File: config.mk
export PLATFORM = sky130hd
export DESIGN_NAME = estb_pos_alu
export DESIGN_NICKNAME = d
export VERILOG_FILES = /design/src/rtl/estb_pos_alu.sv
export SDC_FILE = /design/constraint.sdc
export NUM_CORES = 1
export LEC_CHECK = 0
export ABC_AREA = 0
export BUFFER_PORTS_ARGS = -buffer_cell sky130_fd_sc_hd__buf_2
export CELL_PAD_IN_SITES_DETAIL_PLACEMENT = 0
export CELL_PAD_IN_SITES_GLOBAL_PLACEMENT = 2
export CORE_ASPECT_RATIO = 1.5
export CORE_MARGIN = 3
export CORE_UTILIZATION = 24
export DETAILED_ROUTE_END_ITERATION = 8
export GPL_TIMING_DRIVEN = 0
export MAX_ROUTING_LAYER = met4
export PLACE_DENSITY_LB_ADDON = 0.1
export SYNTH_ARGS = -nofsm -noshare
export SYNTH_HDL_FRONTEND = slang
export SYNTH_SLANG_ARGS = --single-unit
File: constraint.sdc
create_clock -name vclk -period 8.96
set_clock_uncertainty 0.05 [all_clocks]
set_input_delay 2.688 -clock vclk [all_inputs]
set_output_delay 2.688 -clock vclk [all_outputs]
set_load 0.03 [all_outputs]
File: src/rtl/estb_pos_alu.sv
// ----------------------------------------------------------------------------
// estb_pos_alu: shared position adder
// Adds or removes the scroll offset on an x/y pair; passes the pair
// through unchanged when the offset does not apply.
// ----------------------------------------------------------------------------
module estb_pos_alu (
	input  logic [31:0] base_x,
	input  logic [31:0] base_y,
	input  logic [31:0] off_x,
	input  logic [31:0] off_y,
	input  logic        apply,
	input  logic        subtract,
	output logic [31:0] res_x,
	output logic [31:0] res_y
);

	logic [31:0] opx;
	logic [31:0] opy;

	always_comb begin
		opx = apply ? off_x : 32'd0;
		opy = apply ? off_y : 32'd0;
		if (subtract) begin
			res_x = base_x - opx;
			res_y = base_y - opy;
		end else begin
			res_x = base_x + opx;
			res_y = base_y + opy;
		end
	end

endmodule

==> results.toml <==
[run_status]
outcome = "finished clean"

[sta]
worst_slew_pin_slew_ns = 0.670
hold_viol = 0
finalHoldWorstSlack_ns = 5.78
period_minus_slack_ns = 8.89
relSlewSlack_pct = 55.3
setup_viol = 0
rsz0062_at_grt = "yes"
maxSlewViolCount = 0
fin_crit_sh_pct = 99.2
max_freq_mhz = 113

[cells_and_area]
seq_cells = 0
area_growth_pct = 49.5
final-instance-count-excl-fill = 1313
n_clock_buffer = 0
final-seq-area_um2 = 0
fin_util_pct = 36.7
fin_nets = 1241
drive_gt1_share_pct = 36.4
fillerInstances = 2391

[pwr]
p_per_area_mw_per_mm2 = 124
ir_drop_uv = 64.0
pwr-share-comb_pct = 100.0
swShare_pct = 62.6
power_mw = 0.965
switchingPower_mw = 0.604
total_leakage_power_nw = 3.24
intPower_mw = 0.361
pwr-share-clk_pct = 0
p_seq_share_pct = 0

[floorplanning]
row_count = 65
die_w_um = 126
dieArea_mm2 = 0.0236
start_util_pct = 24.6
die_h_um = 187
core_area_mm2 = 0.0212
io_pins = 194

[global_routing]
antenna_found_initial = 2
grt_max_degree = 11
grt_usage_pct = 20.6
overflow = 0
grt_pass1_wl_mm = 38.7
first_global_vias = 7348

[drt]
wl_met1_mm = 9.57
vias_per_cell = 5.32
drtIter0Drc = 281
dr.pass1.iters = 5
drcViolationCount = 0
top_layer = "met4"
detail-route-antenna-nets = 0
wl_met3_um = 775
wirelength_mm = 25.3
avgRoutedWirePerCell_um = 19.3
vias = 6981
wl_met2_mm = 14.4

[job]
maxCapViolCount = 0

[critical_path]
crit_start = "off_x[17]"
critPathKind = "primary input to output pin"
startpoint_type = "primary input"
worstPathRequired_ns = 6.22
critPathMaxFanout = 4
arrival_ns = 6.15
worstSetupEndpointType = "output pin"

[worst_hold_path]
holdPathStages = 5
min-delay-start = "base_y[0]"
hp-class = "primary input to output pin"

[logic_synthesis]
syn_inst = 819
syn_area_per_cell_um2 = 6.37
syn-cell-area_mm2 = 0.00521
syn_nets = 1015
synth_top_area_share_pct = 15.4
yosysTopAreaCell = "ha_1"
synth_cell_types = 60
ys_seq_area_share_pct = 0
yosysWarnings = 0
synthTopCellsByArea = "ha_1 (15%), a21oi_1 (9.6%), xor2_1 (7.9%), xnor2_1 (7.4%), nand2_1 (7.3%)"

[placed_design]
place_inst = 1279
gp_congestion = 0.845
port_buffers = 192
dpl.hpwl_mm = 20.6
-- area by class of cell --
| cell class | instances | area [um^2] | area share, % |
|---|---|---|---|
| multi-input cells | 752 | 5730 | 73.5 |
| plain buffers | 24 | 226 | 2.91 |
| repair buffers | 239 | 1400 | 17.9 |
| well taps | 268 | 335 | 4.30 |
| diodes | 2 | 5.00 | 0.0642 |
| inverters | 28 | 105 | 1.35 |
-- through the flow --
stage	worst slack, ns	setup TNS (ns)	area, um^2
after floorplan	-0.0105	-0.0105	5280
after global placement	-1.71	-49.56	6570
after detailed placement	-1.67	-46.39	6570
after CTS	0.000543	0	7330
after global routing	-0.0962	-0.576	7790
final	0.0746	0	7790
-- path summary, 6_finish.rpt --
kind	slack (ns)	endpoint
worst max-delay path	0.07	res_x[30]
worst min-delay path	5.78	res_y[0]
-- power groups by stage --
stage	Combinational [mW]	Sequential (mW)	Clock, mW
6_report	0.965	0	0.0000000299
5_1_grt	1.04	0	0.0000000299
4_1_cts	0.923	0	0
3_5_place_dp	0.841	0	0
3_3_place_gp	0.846	0	0
2_1_floorplan	0.595	0	0
-- critical path, stage by stage --
cell and delay, ns:
buf_8 0.10, or4_4 0.54, or4_4 0.45, and4b_2 0.35, nor2b_4 0.17, nor2_2 0.04, xor2_1 0.18, nand2_1 0.11
ha_4 0.23, a2111oi_4 0.34, o21ai_1 0.14, a31o_2 0.25, a21oi_4 0.15, o31ai_4 0.10, xnor2_2 0.15, buf_6 0.15
-- Yosys cell counts, drive strengths merged, types with 8 or more instances --
library cell,number
nor2,67
a21o,8
a32o,9
nand2,102
nand2b,12
nor4,13
o21ai,69
o21bai,12
o211ai,23
nand3,32
nand4,12
inv,28
o31ai,10
xor2,47
clkbuf,34
a21oi,101
a31oi,12
nor3,21
xnor2,44
ha,64
-- per-layer routing --
| layer | vias up | global-route usage [%] |
|---|---|---|
| met5 | - | - |
| met4 | 0 | 4.46 |
| met3 | 35 | 1.49 |
| met2 | 162 | 41.3 |
| met1 | 3285 | 21.3 |
| li1 | 3499 | - |
-- kinds of logic (layout without fill, tap and decap cells) --
group                      after synthesis  in the layout  synth area share, %
and+or+nand+nor                        299            299                 27.5
xor gates and xnor gates                91             91                 15.3
adders and majority gates               66             66                 16.1
buffers and inverters                   67            291                 5.59
AOI/OAI and AO/OA                      296            296                 35.5
other                                    0              2                    0
-- placed cells by master, fill, tap and decap left out, types with 6 or more instances in the layout --
cell,instances
buf_2,178
nand3_1,29
buf_4,55
nand2b_1,12
clkbuf_1,8
ha_4,13
a21oi_1,81
o21bai_1,11
a31oi_1,10
inv_1,28
nor4_1,9
o211ai_1,23
a21oi_2,16
a32o_1,9
xor2_1,42
nor2_1,64
nand4_1,12
ha_1,41
o21ai_1,10
o21a_1,6
o21ai_0,53
ha_2,10
xnor2_1,42
a21o_1,8
nor3_1,15
nand2_1,96
-- repair_timing --
| action | in CTS | in global routing |
|---|---|---|
| hold endpoints to repair | 0 | 0 |
| hold buffers | 0 | 0 |
| pin swaps | 19 | 37 |
| gates resized for setup | 124 | 90 |
| endpoints found under the setup margin | 54 | 28 |
| setup buffers | 31 | 16 |
| gates cloned | 0 | 0 |
Power figures use the tool's default switching activity.
