`config.mk`:
```
export PLATFORM = sky130hd
export DESIGN_NAME = estb_ram
export DESIGN_NICKNAME = d
export VERILOG_FILES = /design/src/rtl/estb_ram.sv
export SDC_FILE = /design/constraint.sdc
export NUM_CORES = 1
export LEC_CHECK = 0
export BUFFER_PORTS_ARGS = -buffer_cell sky130_fd_sc_hd__buf_2
export CAP_MARGIN = 30
export CORE_MARGIN = 2
export CORE_UTILIZATION = 35
export DETAILED_ROUTE_END_ITERATION = 6
export PLACE_DENSITY = 0.61
export SKIP_CTS_REPAIR_TIMING = 1
export SYNTH_ARGS = -nofsm -noshare
export SYNTH_HDL_FRONTEND = slang
export SYNTH_SLANG_ARGS = --single-unit
```
`constraint.sdc`:
```
create_clock -name clk -period 2.1 [get_ports clk]
set_clock_uncertainty 0.1 [all_clocks]
set_input_delay 0.315 -clock clk [delete_from_list [all_inputs] [get_ports clk]]
set_output_delay 0.315 -clock clk [all_outputs]
set_load 0.01 [all_outputs]
```
`src/rtl/estb_ram.sv`:
```
// ----------------------------------------------------------------------------
// estb_ram: generic simple dual-port RAM
// One write port, one read port, registered read data.
// ----------------------------------------------------------------------------
module estb_ram #(
	parameter int unsigned WIDTH = 8,
	parameter int unsigned DEPTH = 16
) (
	input  logic                     clk,
	input  logic                     we,
	input  logic [$clog2(DEPTH)-1:0] waddr,
	input  logic [WIDTH-1:0]         wdata,
	input  logic [$clog2(DEPTH)-1:0] raddr,
	output logic [WIDTH-1:0]         rdata
);

	logic [WIDTH-1:0] mem [DEPTH];

	always_ff @(posedge clk) begin
		if (we)
			mem[waddr] <= wdata;
	end

	always_ff @(posedge clk) begin
		rdata <= mem[raddr];
	end

endmodule

```
==> results of run 1 <==
metrics by stage:
stage | instances | power [mW] | area, sq um | util, %
global route | 484 | 6.778 | 6272 | 43.49
global placement | 452 | 3.404 | 5622 | 38.97
floorplan | 229 | 3.267 | 5147 | -
CTS | 484 | 6.633 | 6272 | 43.49
finish | 485 | 6.571 | 6275 | 43.50
detailed placement | 452 | 3.412 | 5622 | 38.97
power breakdown:
part           switching, mW  total [mW]  internal [mW]
logic                  0.165       0.292          0.127
clock network           1.11        3.22           2.11
registers             0.0239        3.06           3.04
routing by layer:
metal | wire, um | vias up | part of all wire (%) | track usage (%)
met1 | 4790 | 1297 | 46 | 19.35
met5 | 0 | - | 0 | 0
met4 | 117 | 0 | 1.1 | 5.163
met3 | 735 | 14 | 7.0 | 5.263
met2 | 4811 | 83 | 46 | 20.84
li1 | - | 1094 | - | -
registers in the layout, summed over array words and instances (netlist names):
signal and count:
mem 128, rdata 8
kinds of logic (layout without fill, tap and decap cells):
logic type	count (synthesis)	in the layout	share of synthesized area, %
buffers and inverters	10	81	1.677
AO/OA/AOI/OAI	16	16	2.334
other	0	1	0
flip-flops	136	136	77.78
multiplexers	32	32	15.02
AND/OR/NAND/NOR	35	35	3.184
Yosys cell counts, types with 2 or more instances:
cell type | count | share of area [%]
a22oi_1 | 16 | 2.3
buf_2 | 3 | 0.29
buf_6 | 3 | 0.66
clkdlybuf4s25_2 | 3 | 0.58
dfxtp_1 | 8 | 3.1
edfxtp_1 | 128 | 75
mux4_1 | 14 | 7.1
mux4_2 | 18 | 7.9
nand2_1 | 9 | 0.66
nand2b_1 | 2 | 0.24
nand3b_1 | 2 | 0.29
nor2_1 | 13 | 0.95
nor3_1 | 4 | 0.39
placed cells by master (no fill, tap or decap), drive strengths merged:
master,Yosys,layout
nand2b,2,2
or3b,1,1
a22oi,16,16
clkbuf,0,17
edfxtp,128,128
clkinv,0,7
and2b,1,1
nand2,9,9
and2,1,1
nand3b,2,2
dfxtp,8,8
nor3,4,4
diode,0,1
nor2b,1,1
inv,0,2
nand3,1,1
mux4,32,32
nor2,13,13
bufinv,0,5
buf,7,49
clkinvlp,0,1
worst reg2reg max path: stages, from the launching register on:
cell,delay [ns]
edfxtp_1,0.36
mux4_2,0.47
a22oi_1,0.38
nand2_1,0.09
layout make-up:
type	instances	area, sq um	share of cell area, %
flip-flops and latches	136	4004	63.81
multi-input cells	83	1057	16.85
clock buffers	17	425.4	6.780
repair buffers	49	330.3	5.264
well taps	184	230.2	3.669
clock inverters	15	225.2	3.589
diodes	1	2.502	0.03988
how the worst max path moves through the flow:
stage | end | slack, ns | depth (start not counted)
floorplan | mem[0][0] | 0.19 | 2
global placement | rdata[6] | 0.20 | 5
detailed placement | rdata[6] | 0.19 | 5
CTS | rdata[6] | 0.57 | 3
global route | rdata[6] | 0.53 | 3
finish | rdata[6] | 0.57 | 3
==> summary.md, run 1 <==
| Metric | Value |
|---|---|
| Die W | `125.3 um` |
| CTS buffer count | `17` |
| R2R Setup Slk | `0.57 ns` |
| Core Region | `14420 sq um` |
| Initial antenna violation count | `1` |
| DR vias | `2488` |
| Synth cell types | `19` |
| Slew Limit Fails | `0` |
| First-pass iteration count of the detailed router | `4` |
| Hold WS | `0.1777 ns` |
| Initial Util | `35.69%` |
| PwrDens | `1047 nW/um^2` |
| Drt total wl | `10450 um` |
| Drt initial violations | `189` |
| DRC | `0` |
| # rows | `44` |
| FMAX | `653.1 MHz` |
| Post-synth EDFFs | `128` |
| Setup WS pre-CTS | `0.1892 ns` |
| Minimum clock period | `1.531 ns` |
| FILL cells | `1236` |
| Post-Synthesis Cells | `229` |
| WP data arrival | `1.72 ns` |
| HP Start | `wdata[0]` |
| Die Ht | `125.3 um` |
| CTS root buf | `clkbuf_16` |
| Post-route setup slack | `0.5689 ns` |
| Cells along the critical path | `mux4_2, a22oi_1, nand2_1` |
| Seq/Total Area, Yosys | `77.78%` |
| Reg-to-Reg Start | `mem[11][6]` |
| Clock slew at reported path FFs | `0.06 ns` |
| Post-Synthesis Net Count | `247` |
| Final antenna-violating net count | `0` |
| Synth-to-Final Area Change | `21.90%` |
| DP Wirelength | `6828 um` |
| Max-cap violations | `0` |
| Hold-critical path depth | `1` |
| Largest net degree at the start of global routing | `27` |
| Critical Path Max Stage Delay | `0.47 ns` |
| Slowest cell on the critical path | `mux4_2` |
| Unrepaired setup endpoints after global routing | `no` |
| Hold crit path type | `input pin to register` |
| Final setup viols | `0` |
| Final #Nets | `305` |
| Final Wtd Congestion | `0.7470` |
| Setup crit start | `mem[11][6]` |
| IO Count | `26` |
| Tot GR Track Use | `14.13%` |
| Worst setup SP type | `register` |
| Max Root-Sink Buffers | `2` |
| Cell Area, Synth | `5147 sq um` |
| Setup crit end kind | `register` |
| Die area | `15690 sq um` |
| Via-per-instance ratio | `5.130` |
| Status | `finished clean` |
| Final period util | `72.91%` |
| Worst skew pair latency | `0.41 ns` |
| FFs w/ async S/R, synth | `0%` |
| # H-tree levels | `4` |
| Clk sink count | `136` |
| Gr ovfl total | `0` |
| Register bit total from synthesis | `136` |
| CP max FO | `1` |
| Data required time at the worst endpoint | `2.28 ns` |
| TritonCTS clock tree | `built` |
| Mapped Avg Cell Area | `22.48 sq um` |
| Maximum vdd drop | `0.5353 mV` |
| Vias in the first global route | `2592` |
| Final Hold Viols | `0` |
| YS warnings | `0` |
| R2R Path End | `rdata[6]` |
| Hold EP | `mem[5][0]` |
| Crit-path leading delay family | `multiplexers` |
| First-pass GRT wire length | `15640 um` |
| Wire per inst | `21.55 um` |
| Leak | `2.147 nW` |
| Post-route setup TNS | `0 ns` |
| Critical path class | `register to register` |
| Worst-Margin Slew | `0.5009 ns` |
| R2R cell count | `3` |
| Main synth FF type | `edfxtp_1` |
| CP Buf/Inv Count | `0` |
| Max-slew headroom at the worst pin | `66.61%` |
| Buffers on Ports | `25` |
| Layout cells sized above 1 | `33.33%` |
Power figures use the tool's default switching activity.
==> run 2, diff against run 1 <==
- clock period: 2.1 -> 1.52 ns (I/O delays scaled with it)
==> summary.md, run 2 (synthesis gave the netlist of run 1 again) <==
| Metric | Value |
|---|---|
| Final period util | `95.48% (was 72.91%)` |
| Die Ht | `125.3 um (unchanged)` |
| Drt total wl | `9850 um (was 10450 um)` |
| Top flop regs | `mem x128, rdata x8 (unchanged)` |
| Final Hold Viols | `0 (unchanged)` |
| DRC | `0 (unchanged)` |
| CTS root buf | `clkbuf_16 (unchanged)` |
| Max reg flops | `128 (unchanged)` |
| First-pass GRT wire length | `15190 um (was 15640 um)` |
| Slowest cell on the critical path | `mux4_1 (was mux4_2)` |
| Setup WS pre-CTS | `-0.2792 ns (was 0.1892 ns)` |
| Clock slew at reported path FFs | `0.06 ns (about the same)` |
| Critical path class | `register to register (unchanged)` |
| Hold crit path type | `input pin to register (unchanged)` |
| Worst setup SP type | `register (unchanged)` |
| Data required time at the worst endpoint | `1.71 ns (was 2.28 ns)` |
| Via-per-instance ratio | `5.036 (was 5.130)` |
| WP data arrival | `1.64 ns (was 1.72 ns)` |
| Vias in the first global route | `2603 (was 2592)` |
| Synth-to-Final Area Change | `27.15% (was 21.90%)` |
| Initial antenna violation count | `0 (was 1)` |
| Maximum vdd drop | `0.6645 mV (was 0.5353 mV)` |
| Drt initial violations | `192 (was 189)` |
| Initial Util | `35.69% (unchanged)` |
| Final #Nets | `318 (was 305)` |
| Top reg by flops | `mem (unchanged)` |
| DP Wirelength | `6649 um (was 6828 um)` |
| Unrepaired setup endpoints after global routing | `no (unchanged)` |
| Leak | `2.279 nW (was 2.147 nW)` |
| Worst skew pair latency | `0.41 ns (about the same)` |
| Die W | `125.3 um (unchanged)` |
| Cells along the critical path | `mux4_1, a22oi_1, nand2_1 (was mux4_2, a22oi_1, nand2_1)` |
| Commonest cells after routing, fill and taps aside | `edfxtp_1, buf_4, buf_2 (was edfxtp_1, buf_2, buf_4)` |
| Worst-Margin Slew | `0.7584 ns (was 0.5009 ns)` |
| Max-cap violations | `0 (unchanged)` |
| Final setup viols | `0 (unchanged)` |
| Minimum clock period | `1.451 ns (was 1.531 ns)` |
| Wire per inst | `19.82 um (was 21.55 um)` |
| TritonCTS clock tree | `built (unchanged)` |
| Critical Path Max Stage Delay | `0.51 ns (was 0.47 ns)` |
| Final antenna-violating net count | `0 (unchanged)` |
| Status | `finished clean (unchanged)` |
| PwrDens | `1528 nW/um^2 (was 1047 nW/um^2)` |
| Hold WS | `0.1069 ns (was 0.1777 ns)` |
| Buffers on Ports | `25 (unchanged)` |
| Die area | `15690 sq um (unchanged)` |
| Slew Limit Fails | `0 (unchanged)` |
| IO Count | `26 (unchanged)` |
| Clk sink count | `136 (unchanged)` |
| Max-slew headroom at the worst pin | `49.34% (was 66.61%)` |
| # rows | `44 (unchanged)` |
| Layout cells sized above 1 | `37.06% (was 33.33%)` |
| CP max FO | `1 (unchanged)` |
| First-pass iteration count of the detailed router | `4 (unchanged)` |
| CTS buffer count | `17 (unchanged)` |
| DR vias | `2503 (was 2488)` |
| # H-tree levels | `4 (unchanged)` |
| Tot GR Track Use | `13.34% (was 14.13%)` |
| Setup crit end kind | `register (unchanged)` |
| Post-route setup TNS | `0 ns (unchanged)` |
| Max Root-Sink Buffers | `2 (unchanged)` |
| Gr ovfl total | `0 (unchanged)` |
| # diodes | `0 (was 1)` |
| Most common cell after layout, fill and taps aside | `edfxtp_1 (unchanged)` |
| FMAX | `689.0 MHz (was 653.1 MHz)` |
| Post-route setup slack | `0.06865 ns (was 0.5689 ns)` |
| Core Region | `14420 sq um (unchanged)` |
| FILL cells | `1255 (was 1236)` |
| Largest net degree at the start of global routing | `25 (was 27)` |
| Final Wtd Congestion | `0.7662 (was 0.7470)` |
[run 2: metal layers]
| metal | wire length, um | share of wire (%) | GRT usage (%) | vias up |
|---|---|---|---|---|
| met2 | 4659 | 47 | 20.62 | 82 |
| met1 | 4463 | 45 | 18.34 | 1298 |
| met4 | 78 | 0.79 | 4.314 | 0 |
| met5 | 0 | 0 | 0 | - |
| li1 | - | - | - | 1115 |
| met3 | 649 | 6.6 | 3.937 | 8 |
[run 2: final cells by class]
cell class | count | area [sq um] | area share [%]
well taps | 184 | 230.2 | 3.517
multi-input cells | 83 | 1082 | 16.54
clock inverters | 15 | 350.3 | 5.353
repair buffers | 62 | 452.9 | 6.920
flip-flops and latches | 136 | 4004 | 61.17
clock buffers | 17 | 425.4 | 6.500
[run 2: final timing paths]
check	startpoint	end	slack (ns)	cells past startpoint
min reg2reg	mem[15][3]	rdata[3]	0.57	3
min	wdata[6]	mem[15][6]	0.11	1
max reg2reg	mem[1][1]	rdata[1]	0.07	3
max	mem[1][1]	rdata[1]	0.07	3
[run 2: per-stage QoR]
stage / area (sq um) / instances / utilization, % / power, mW
floorplan: 5157 / 229 / - / 4.514
global placement: 5754 / 465 / 39.89 / 4.728
detailed placement: 5754 / 465 / 39.89 / 4.742
CTS: 6530 / 497 / 45.27 / 10.07
global route: 6545 / 497 / 45.38 / 10.26
finish: 6545 / 497 / 45.38 / 10.00
[run 2: critical path: cells and delay by family, from the launching register on]
family          cells  cell delay [ns]
mux                 1             0.51
simple gates        1             0.11
compound gates      1             0.27
flops               1             0.35
[run 2: report_power, final]
| group | leakage (nW) | switching, mW | internal, mW | total [mW] |
|---|---|---|---|---|
| Clock | 0.372 | 1.45 | 3.89 | 5.34 |
| Combinational | 0.683 | 0.241 | 0.202 | 0.443 |
| Sequential | 1.22 | 0.0254 | 4.19 | 4.22 |
| Total | 2.28 | 1.72 | 8.28 | 10.0 |
